--- src/sv/lesq_pkg.sv ---
// ----------------------------------------------------------------------------
// lesq_pkg
// Shared constants and types for the largest empty square query block.
// ----------------------------------------------------------------------------
package lesq_pkg;

  localparam int DEF_MAX_ROWS = 64;
  localparam int DEF_MAX_COLS = 64;

  localparam int CFG_W   = 7;   // rows_in_use / cols_in_use
  localparam int RC_W    = 6;   // row, col request fields
  localparam int SIDE_W  = 7;   // side, max_side
  localparam int IDX_W   = 12;  // obstacle_index
  localparam int CW      = 12;  // working width of row/col arithmetic
  localparam int PADDR_W = 3;
  localparam int PDATA_W = 32;

  localparam logic [1:0] MODE_WRITE   = 2'd0;
  localparam logic [1:0] MODE_LARGEST = 2'd1;
  localparam logic [1:0] MODE_FIRST   = 2'd2;

  localparam logic REG_ROWS = 1'b0;
  localparam logic REG_COLS = 1'b1;

  typedef struct packed {
    logic [SIDE_W-1:0] max_side;
    logic              found;
    logic [IDX_W-1:0]  index;
  } res_t;

  typedef struct packed {
    logic          hit;
    logic [CW-1:0] pos;
  } row_stat_t;

endpackage

--- src/sv/lesq_ram.sv ---
// ----------------------------------------------------------------------------
// lesq_ram
// Generic single write port, single read port RAM with registered read.
// ----------------------------------------------------------------------------
module lesq_ram #(
  parameter int WIDTH = 64,
  parameter int DEPTH = 64,
  localparam int AW = (DEPTH > 1) ? $clog2(DEPTH) : 1
) (
  input  logic             clk,
  input  logic             we,
  input  logic [AW-1:0]    waddr,
  input  logic [WIDTH-1:0] wdata,
  input  logic [AW-1:0]    raddr,
  output logic [WIDTH-1:0] rdata
);

  logic [WIDTH-1:0] mem [DEPTH];

  always_ff @(posedge clk) begin
    if (we) begin
      mem[waddr] <= wdata;
    end
    rdata <= mem[raddr];
  end

endmodule

--- src/sv/lesq_row_unit.sv ---
// ----------------------------------------------------------------------------
// lesq_row_unit
// Shared row unit: aligns a map row to the anchor column, folds it into the
// running AND, and finds the first obstacle inside the examined width.
// ----------------------------------------------------------------------------
module lesq_row_unit import lesq_pkg::*; #(
  parameter int MAX_COLS = DEF_MAX_COLS
) (
  input  logic [MAX_COLS-1:0] row_data,
  input  logic [MAX_COLS-1:0] acc_in,
  input  logic [CW-1:0]       col,
  input  logic [CW-1:0]       width,
  output logic [MAX_COLS-1:0] acc_out,
  output row_stat_t           stat
);

  logic [MAX_COLS-1:0] shifted;
  logic [MAX_COLS-1:0] mask;
  logic [MAX_COLS-1:0] miss;

  always_comb begin
    shifted = row_data >> col;
    acc_out = acc_in & shifted;
    for (int i = 0; i < MAX_COLS; i++) begin
      mask[i] = (CW'(i) < width);
    end
    miss     = ~acc_out & mask;
    stat.hit = |miss;
    stat.pos = '0;
    for (int i = MAX_COLS - 1; i >= 0; i--) begin
      if (miss[i]) begin
        stat.pos = CW'(i);
      end
    end
  end

endmodule

--- src/sv/lesq_seq.sv ---
// ----------------------------------------------------------------------------
// lesq_seq
// Request sequencer: clears the map after reset, performs cell writes as
// read-modify-write, and walks the map one row per cycle through the row
// unit for square and obstacle queries.
// ----------------------------------------------------------------------------
module lesq_seq import lesq_pkg::*; #(
  parameter int MAX_ROWS = DEF_MAX_ROWS,
  parameter int MAX_COLS = DEF_MAX_COLS
) (
  input  logic              clk,
  input  logic              rst,
  input  logic              in_valid,
  output logic              in_ready,
  input  logic [1:0]        mode,
  input  logic [RC_W-1:0]   row,
  input  logic [RC_W-1:0]   col,
  input  logic              cell_empty,
  input  logic [SIDE_W-1:0] side,
  input  logic [CW-1:0]     nr,
  input  logic [CW-1:0]     nc,
  output logic              res_valid,
  input  logic              res_ready,
  output res_t              res
);

  localparam int RA = (MAX_ROWS > 1) ? $clog2(MAX_ROWS) : 1;
  localparam int CA = (MAX_COLS > 1) ? $clog2(MAX_COLS) : 1;

  typedef enum logic [7:0] {
    S_CLR   = 8'b0000_0001,
    S_IDLE  = 8'b0000_0010,
    S_WR_RD = 8'b0000_0100,
    S_WR    = 8'b0000_1000,
    S_RD    = 8'b0001_0000,
    S_EV    = 8'b0010_0000,
    S_IDX   = 8'b0100_0000,
    S_DONE  = 8'b1000_0000
  } state_t;

  state_t state, state_next;

  logic [RA-1:0]       clr_cnt;
  logic [1:0]          mode_q;
  logic                cell_q;
  logic [CW-1:0]       c_q;
  logic [CW-1:0]       cur_row;
  logic [CW-1:0]       s_cnt;
  logic [CW-1:0]       lim;
  logic [CW-1:0]       width_q;
  logic [CW-1:0]       hit_col;
  logic [MAX_COLS-1:0] acc;
  res_t                res_q;

  logic [CW-1:0]       r_in, c_in, side_in;
  logic [CW-1:0]       rsum, csum, rend_in, cend_in;
  logic [CW-1:0]       row_inc;
  logic                largest;

  logic                we;
  logic [RA-1:0]       waddr, raddr;
  logic [MAX_COLS-1:0] wdata, rd_data, wr_row;

  logic [CW-1:0]       u_width;
  logic [MAX_COLS-1:0] u_acc_in, u_acc_out;
  row_stat_t           u_stat;

  assign r_in    = CW'(row);
  assign c_in    = CW'(col);
  assign side_in = CW'(side);
  assign rsum    = r_in + side_in;
  assign csum    = c_in + side_in;
  assign rend_in = (rsum > nr) ? nr : rsum;
  assign cend_in = (csum > nc) ? nc : csum;
  assign row_inc = cur_row + CW'(1);
  assign largest = (mode_q == MODE_LARGEST);

  assign in_ready  = (state == S_IDLE);
  assign res_valid = (state == S_DONE);
  assign res       = res_q;

  lesq_ram #(
    .WIDTH (MAX_COLS),
    .DEPTH (MAX_ROWS)
  ) u_map (
    .clk   (clk),
    .we    (we),
    .waddr (waddr),
    .wdata (wdata),
    .raddr (raddr),
    .rdata (rd_data)
  );

  assign u_width  = largest ? s_cnt : width_q;
  assign u_acc_in = largest ? acc : '1;

  lesq_row_unit #(
    .MAX_COLS (MAX_COLS)
  ) u_row (
    .row_data (rd_data),
    .acc_in   (u_acc_in),
    .col      (c_q),
    .width    (u_width),
    .acc_out  (u_acc_out),
    .stat     (u_stat)
  );

  always_comb begin
    wr_row = rd_data;
    wr_row[c_q[CA-1:0]] = cell_q;
  end

  always_comb begin
    we    = 1'b0;
    waddr = clr_cnt;
    wdata = '0;
    raddr = cur_row[RA-1:0];
    unique case (state)
      S_CLR: begin
        we = 1'b1;
      end
      S_WR: begin
        we    = 1'b1;
        waddr = cur_row[RA-1:0];
        wdata = wr_row;
      end
      S_EV: begin
        raddr = row_inc[RA-1:0];
      end
      default: ;
    endcase
  end

  always_comb begin
    state_next = state;
    unique case (state)
      S_CLR: begin
        if (clr_cnt == RA'(MAX_ROWS - 1)) begin
          state_next = S_IDLE;
        end
      end
      S_IDLE: begin
        if (in_valid) begin
          unique case (mode)
            MODE_WRITE: begin
              state_next = (r_in < CW'(MAX_ROWS) && c_in < CW'(MAX_COLS)) ? S_WR_RD : S_DONE;
            end
            MODE_LARGEST: begin
              state_next = (r_in < nr && c_in < nc) ? S_RD : S_DONE;
            end
            MODE_FIRST: begin
              state_next = (r_in < rend_in && c_in < cend_in) ? S_RD : S_DONE;
            end
            default: begin
              state_next = S_DONE;
            end
          endcase
        end
      end
      S_WR_RD: state_next = S_WR;
      S_WR:    state_next = S_DONE;
      S_RD:    state_next = S_EV;
      S_EV: begin
        if (largest) begin
          if (u_stat.hit || !(row_inc < nr && c_q + s_cnt < nc)) begin
            state_next = S_DONE;
          end
        end else if (u_stat.hit) begin
          state_next = S_IDX;
        end else if (!(row_inc < lim)) begin
          state_next = S_DONE;
        end
      end
      S_IDX: state_next = S_DONE;
      S_DONE: begin
        if (res_ready) begin
          state_next = S_IDLE;
        end
      end
      default: state_next = S_IDLE;
    endcase
  end

  always_ff @(posedge clk) begin
    if (rst) begin
      state   <= S_CLR;
      clr_cnt <= '0;
    end else begin
      state <= state_next;
      if (state == S_CLR) begin
        clr_cnt <= clr_cnt + RA'(1);
      end
    end
  end

  always_ff @(posedge clk) begin
    unique case (state)
      S_IDLE: begin
        if (in_valid) begin
          mode_q  <= mode;
          cell_q  <= cell_empty;
          c_q     <= c_in;
          cur_row <= r_in;
          s_cnt   <= CW'(1);
          lim     <= rend_in;
          width_q <= cend_in - c_in;
          acc     <= '1;
          res_q   <= '0;
        end
      end
      S_EV: begin
        if (largest) begin
          if (!u_stat.hit) begin
            res_q.max_side <= s_cnt[SIDE_W-1:0];
            acc            <= u_acc_out;
            cur_row        <= row_inc;
            s_cnt          <= s_cnt + CW'(1);
          end
        end else if (u_stat.hit) begin
          hit_col <= c_q + u_stat.pos;
        end else begin
          cur_row <= row_inc;
        end
      end
      S_IDX: begin
        res_q.found <= 1'b1;
        res_q.index <= IDX_W'(cur_row * nc + hit_col);
      end
      default: ;
    endcase
  end

endmodule

--- src/sv/largest_empty_square_query.sv ---
// Sequence: a cell write reads its row, then writes it back; a square query
//   reads map rows in turn, and an obstacle query adds an index step on a hit.
// Throughput: one request at a time, one map row per cycle through the shared
//   row unit and the single read port of the map RAM.
// Reset: registers return to 64/64 and a clearing pass writes every map row
//   to obstacle; no request is taken during it.
// ----------------------------------------------------------------------------
// largest_empty_square_query
// Binary map with cell writes, largest empty square and first obstacle
// queries; APB register port and registered result output.
// ----------------------------------------------------------------------------
module largest_empty_square_query import lesq_pkg::*; #(
  parameter int MAX_ROWS = DEF_MAX_ROWS,
  parameter int MAX_COLS = DEF_MAX_COLS
) (
  input  logic               clk,
  input  logic               rst,
  input  logic               psel,
  input  logic               penable,
  input  logic               pwrite,
  input  logic [PADDR_W-1:0] paddr,
  input  logic [PDATA_W-1:0] pwdata,
  output logic [PDATA_W-1:0] prdata,
  output logic               pready,
  input  logic               in_valid,
  output logic               in_ready,
  input  logic [1:0]         mode,
  input  logic [RC_W-1:0]    row,
  input  logic [RC_W-1:0]    col,
  input  logic               cell_empty,
  input  logic [SIDE_W-1:0]  side,
  output logic               out_valid,
  input  logic               out_ready,
  output logic [SIDE_W-1:0]  max_side,
  output logic               obstacle_found,
  output logic [IDX_W-1:0]   obstacle_index
);

  logic [CFG_W-1:0] rows_in_use;
  logic [CFG_W-1:0] cols_in_use;
  logic [CW-1:0]    nr, nc;
  logic             res_valid, res_ready;
  res_t             res;

  assign pready = 1'b1;

  always_ff @(posedge clk) begin
    if (rst) begin
      rows_in_use <= CFG_W'(64);
      cols_in_use <= CFG_W'(64);
    end else if (psel && penable && pwrite && pready) begin
      unique case (paddr[2])
        REG_ROWS: rows_in_use <= pwdata[CFG_W-1:0];
        REG_COLS: cols_in_use <= pwdata[CFG_W-1:0];
        default: ;
      endcase
    end
  end

  always_comb begin
    unique case (paddr[2])
      REG_ROWS: prdata = PDATA_W'(rows_in_use);
      REG_COLS: prdata = PDATA_W'(cols_in_use);
      default:  prdata = '0;
    endcase
  end

  assign nr = (CW'(rows_in_use) > CW'(MAX_ROWS)) ? CW'(MAX_ROWS) : CW'(rows_in_use);
  assign nc = (CW'(cols_in_use) > CW'(MAX_COLS)) ? CW'(MAX_COLS) : CW'(cols_in_use);

  lesq_seq #(
    .MAX_ROWS (MAX_ROWS),
    .MAX_COLS (MAX_COLS)
  ) u_seq (
    .clk        (clk),
    .rst        (rst),
    .in_valid   (in_valid),
    .in_ready   (in_ready),
    .mode       (mode),
    .row        (row),
    .col        (col),
    .cell_empty (cell_empty),
    .side       (side),
    .nr         (nr),
    .nc         (nc),
    .res_valid  (res_valid),
    .res_ready  (res_ready),
    .res        (res)
  );

  assign res_ready = !out_valid || out_ready;

  always_ff @(posedge clk) begin
    if (rst) begin
      out_valid <= 1'b0;
    end else if (res_ready) begin
      out_valid <= res_valid;
    end
  end

  always_ff @(posedge clk) begin
    if (res_valid && res_ready) begin
      max_side       <= res.max_side;
      obstacle_found <= res.found;
      obstacle_index <= res.index;
    end
  end

endmodule
--- config.mk ---
export PLATFORM = sky130hd
export DESIGN_NAME = largest_empty_square_query
export DESIGN_NICKNAME = d
export VERILOG_FILES = /design/src/sv/lesq_pkg.sv /design/src/sv/lesq_ram.sv /design/src/sv/lesq_row_unit.sv /design/src/sv/lesq_seq.sv /design/src/sv/largest_empty_square_query.sv
export SDC_FILE = /design/constraint.sdc
export NUM_CORES = 2
export LEC_CHECK = 0
export BUFFER_PORTS_ARGS = -buffer_cell sky130_fd_sc_hd__buf_2
export CAP_MARGIN = 20
export CELL_PAD_IN_SITES_DETAIL_PLACEMENT = 1
export CELL_PAD_IN_SITES_GLOBAL_PLACEMENT = 1
export CORE_ASPECT_RATIO = 0.6
export CORE_MARGIN = 8
export CORE_UTILIZATION = 60
export CTS_BUF_LIST = sky130_fd_sc_hd__clkbuf_16
export DETAILED_ROUTE_END_ITERATION = 12
export PLACE_DENSITY_LB_ADDON = 0.1
export SLEW_MARGIN = 20
export SYNTH_ARGS = -nofsm -noshare
export SYNTH_HDL_FRONTEND = slang
export SYNTH_HIERARCHICAL = 1
export SYNTH_SLANG_ARGS = --single-unit
--- constraint.sdc ---
create_clock -name clk -period 24.3 [get_ports clk]
set_input_delay 3.645 -clock clk [delete_from_list [all_inputs] [get_ports clk]]
set_output_delay 3.645 -clock clk [all_outputs]
set_load 0.005 [all_outputs]
==> reports/qor.txt <==
CTS tree - yes
setup TNS - 0 ns
outcome - finished, final reports clean
slew of the pin with the lowest slew margin - 1.22 ns
reg2reg setup slack - 15.85 ns
design area - 199000 µm²
Avg Inst Size Synth - 19.1 µm²
skew final - 0.0696 ns
Startpoint Class - primary input
hold depth - 0
CP Class - primary input to flop
footprint of the multi-input gates - 47600 µm²
htree depth - 5
all-layer global routing usage - 0.362
Non-Filler Instances - 14100
top cell type's share of synthesized area - 0.714
maximum VDD drop - 0.0773 mV
HP Class - flop to flop
Seq/Total Area, Yosys - 0.724
Initial Util - 0.603
first-pass GRT wire length - 803000 µm
hold_ws - 0.410 ns
gp weighted congestion - 0.969
Vias/cell - 7.28
largest cells by area after synthesis - edfxtp_1, mux4_2, mux2i_1
# hold bufs at CTS - 0
CTS buffer count - 389
Ports - 119
clk buf depth - 4
Core Rows - 155
Req. time, crit path - 25.12 ns
Final nets - 9961
RSZ-0062 raised after global routing - false
vias - 102000
drt initial violations - 17400
Clock Sinks - 4362
fin crit share - 0.356
area added between synthesis and finish - 10.8%
initial antenna violation count - 36
PostCTS Resize Cnt - 0
Worst R2R Path Depth - 15
post-route ant nets - 0
Die Y - 440 µm
Cell Area, Synth - 180000 µm²
Post-CTS Setup Bufs - 0
Die Width - 722 µm
final hold vios - 0
dominant synthesized flop cell - edfxtp_1
Max Clk Rate - 116 MHz
Max-Cap Viols - 0
Critical Path Sink Type - flop
worst relative slew slack - 0.186
Min-Delay Endpoint - obstacle_index[2]$_DFFE_PP_
DRC - 0
largest net degree at the start of global routing - 126
CP max FO - 14
min-delay src - u_seq/res[2]$_SDFFCE_PN0P_
register area - 130000 µm²
leading area contributor after synthesis - edfxtp_1
dpl cells - 13300
Detail Placement HPWL - 338000 µm
Final setup viols - 0
final WL - 581000 µm
Core Area - 297000 µm²
Port-buffer cells - 65
Synth Warn # - 6
die area - 318000 µm²
asr flop ratio synth - 0
Worst EP arrival - 9.46 ns
FILL cells - 24200
Lkg Pwr - 54.8 nW
Syn Inst Count - 9414
power density cells - 74.7 nW/µm²
fin crit period - 8.64 ns
most common cell after layout, fill and taps aside - edfxtp_1
drt first pass iters - 6
Post-synth EDFFs - 4269
R2R Path End - u_seq/u_map/rdata[3]$_DFF_P_
GRT Residual Overflow - 0
Placed Area - 186000 µm²
most frequent cells in the layout - edfxtp_1, mux4_2, clkbuf_16, nand2_1, buf_4
Clk Latency, worst-skew pair - 0.97 ns
Synth cell types - 106
clock transition at the registers of the reported paths - 0.07 ns
drt wl/cell - 41.3 µm
share of cells above drive strength 1 - 0.227
Crit Reg-Reg Startpoint - u_seq/state[7]$_SDFFE_PP0P_
vias in the first global route - 102000
Yosys reg bits - 4362
max-slew violation count - 0
Root Buffer - clkbuf_16
kinds of logic (layout without fill, tap and decap cells):
kind of cell               count (synthesis)  after routing  share of synthesized area
AOI/OAI and AO/OA                       1202           1202                     0.0465
xor gates and xnor gates                  86             86                    0.00427
adders and majority gates                184            184                     0.0150
buffers and inverters                    779           1318                     0.0200
DFF                                     4362           4362                      0.724
muxes                                   1343           1343                      0.148
other                                      4            124                  0.0000836
and+or+nand+nor                         1454           1454                     0.0412
worst max-delay path, cell delays in order:
cell	delay, ns
buf_2	0.16
ha_1	0.23
fa_1	0.45
a211oi_1	0.35
o21bai_1	0.16
a211oi_1	0.40
nor2_1	0.11
ha_1	0.36
nand2_1	0.07
o21a_1	0.21
o22ai_2	0.61
mux2i_1	0.17
ha_1	0.27
inv_1	0.08
fa_1	0.21
a21o_1	0.13
a21oi_1	0.09
o21ai_0	0.39
o21ai_0	0.33
o211a_1	0.27
or3_1	0.35
a2111oi_2	0.37
cell usage after synthesis (all sizes together), types with 160 or more instances:
cell type / n
buf: 329
nand2: 329
nand2b: 188
clkbuf: 244
mux2i: 239
o21ai: 180
nand3: 160
a21oi: 195
edfxtp: 4269
nor2: 317
mux4: 1049
inv: 204
a22oi: 183
sequential cells by signal (all words and copies together), names as in the netlist, 2 cells and up:
| register | cells |
|---|---|
| u_seq/u_map/mem | 4096 |
| max_side | 7 |
| u_seq/s_cnt | 12 |
| u_seq/c_q | 6 |
| u_seq/cur_row | 12 |
| u_seq/u_map/rdata | 64 |
| u_seq/hit_col | 12 |
| u_seq/state | 8 |
| obstacle_index | 12 |
| rows_in_use | 7 |
| u_seq/width_q | 12 |
| cols_in_use | 7 |
| u_seq/clr_cnt | 6 |
| u_seq/acc | 64 |
| u_seq/lim | 12 |
| u_seq/res | 20 |
| u_seq/mode_q | 2 |
final cells by class:
type	instances	share of cell area
tap	4003	0.0252
inverter	206	0.00389
timing repair buffer	402	0.0155
clock buffer	399	0.0502
antenna	41	0.000516
multi-input combinational	4352	0.239
sequential	4362	0.654
clock inverter	311	0.0114
worst max path at each step:
| stage | from | slack (ns) | endpoint |
|---|---|---|---|
| 6_report | side[0] | 15.66 | u_seq/state[4]$_SDFFE_PP0P_ |
| 5_1_grt | col[0] | 15.43 | u_seq/state[4]$_SDFFE_PP0P_ |
| 4_1_cts | side[0] | 15.86 | u_seq/state[4]$_SDFFE_PP0P_ |
| 3_5_place_dp | side[0] | 14.93 | u_seq/state[4]$_SDFFE_PP0P_ |
| 3_3_place_gp | col[0] | 14.93 | u_seq/state[4]$_SDFFE_PP0P_ |
| 2_1_floorplan | u_seq/mode_q[0]$_DFFE_PP_ | 13.15 | u_seq/acc[0]$_SDFFCE_PN1P_ |
where the power goes:
group / internal (mW) / total, mW / switching, mW
Combinational: 0.131 / 0.438 / 0.307
Sequential: 8.27 / 8.31 / 0.0443
Clock: 3.29 / 6.10 / 2.81
Total: 11.7 / 14.8 / 3.16
stage by stage:
stage	power [mW]	utilization	setup WS, ns
4_1_cts	14.9	0.668	15.86
5_1_grt	15.1	0.668	15.43
3_3_place_gp	8.86	0.626	14.93
3_5_place_dp	8.89	0.627	14.93
6_report	14.8	0.668	15.66
2_1_floorplan	8.70	-	13.15
layer usage:
metal	track usage	share of wire
met5	0	0.00013
met4	0.106	0.034
met3	0.120	0.16
met2	0.510	0.42
met1	0.544	0.39
Note: power is estimated with default switching activity, not from simulation.
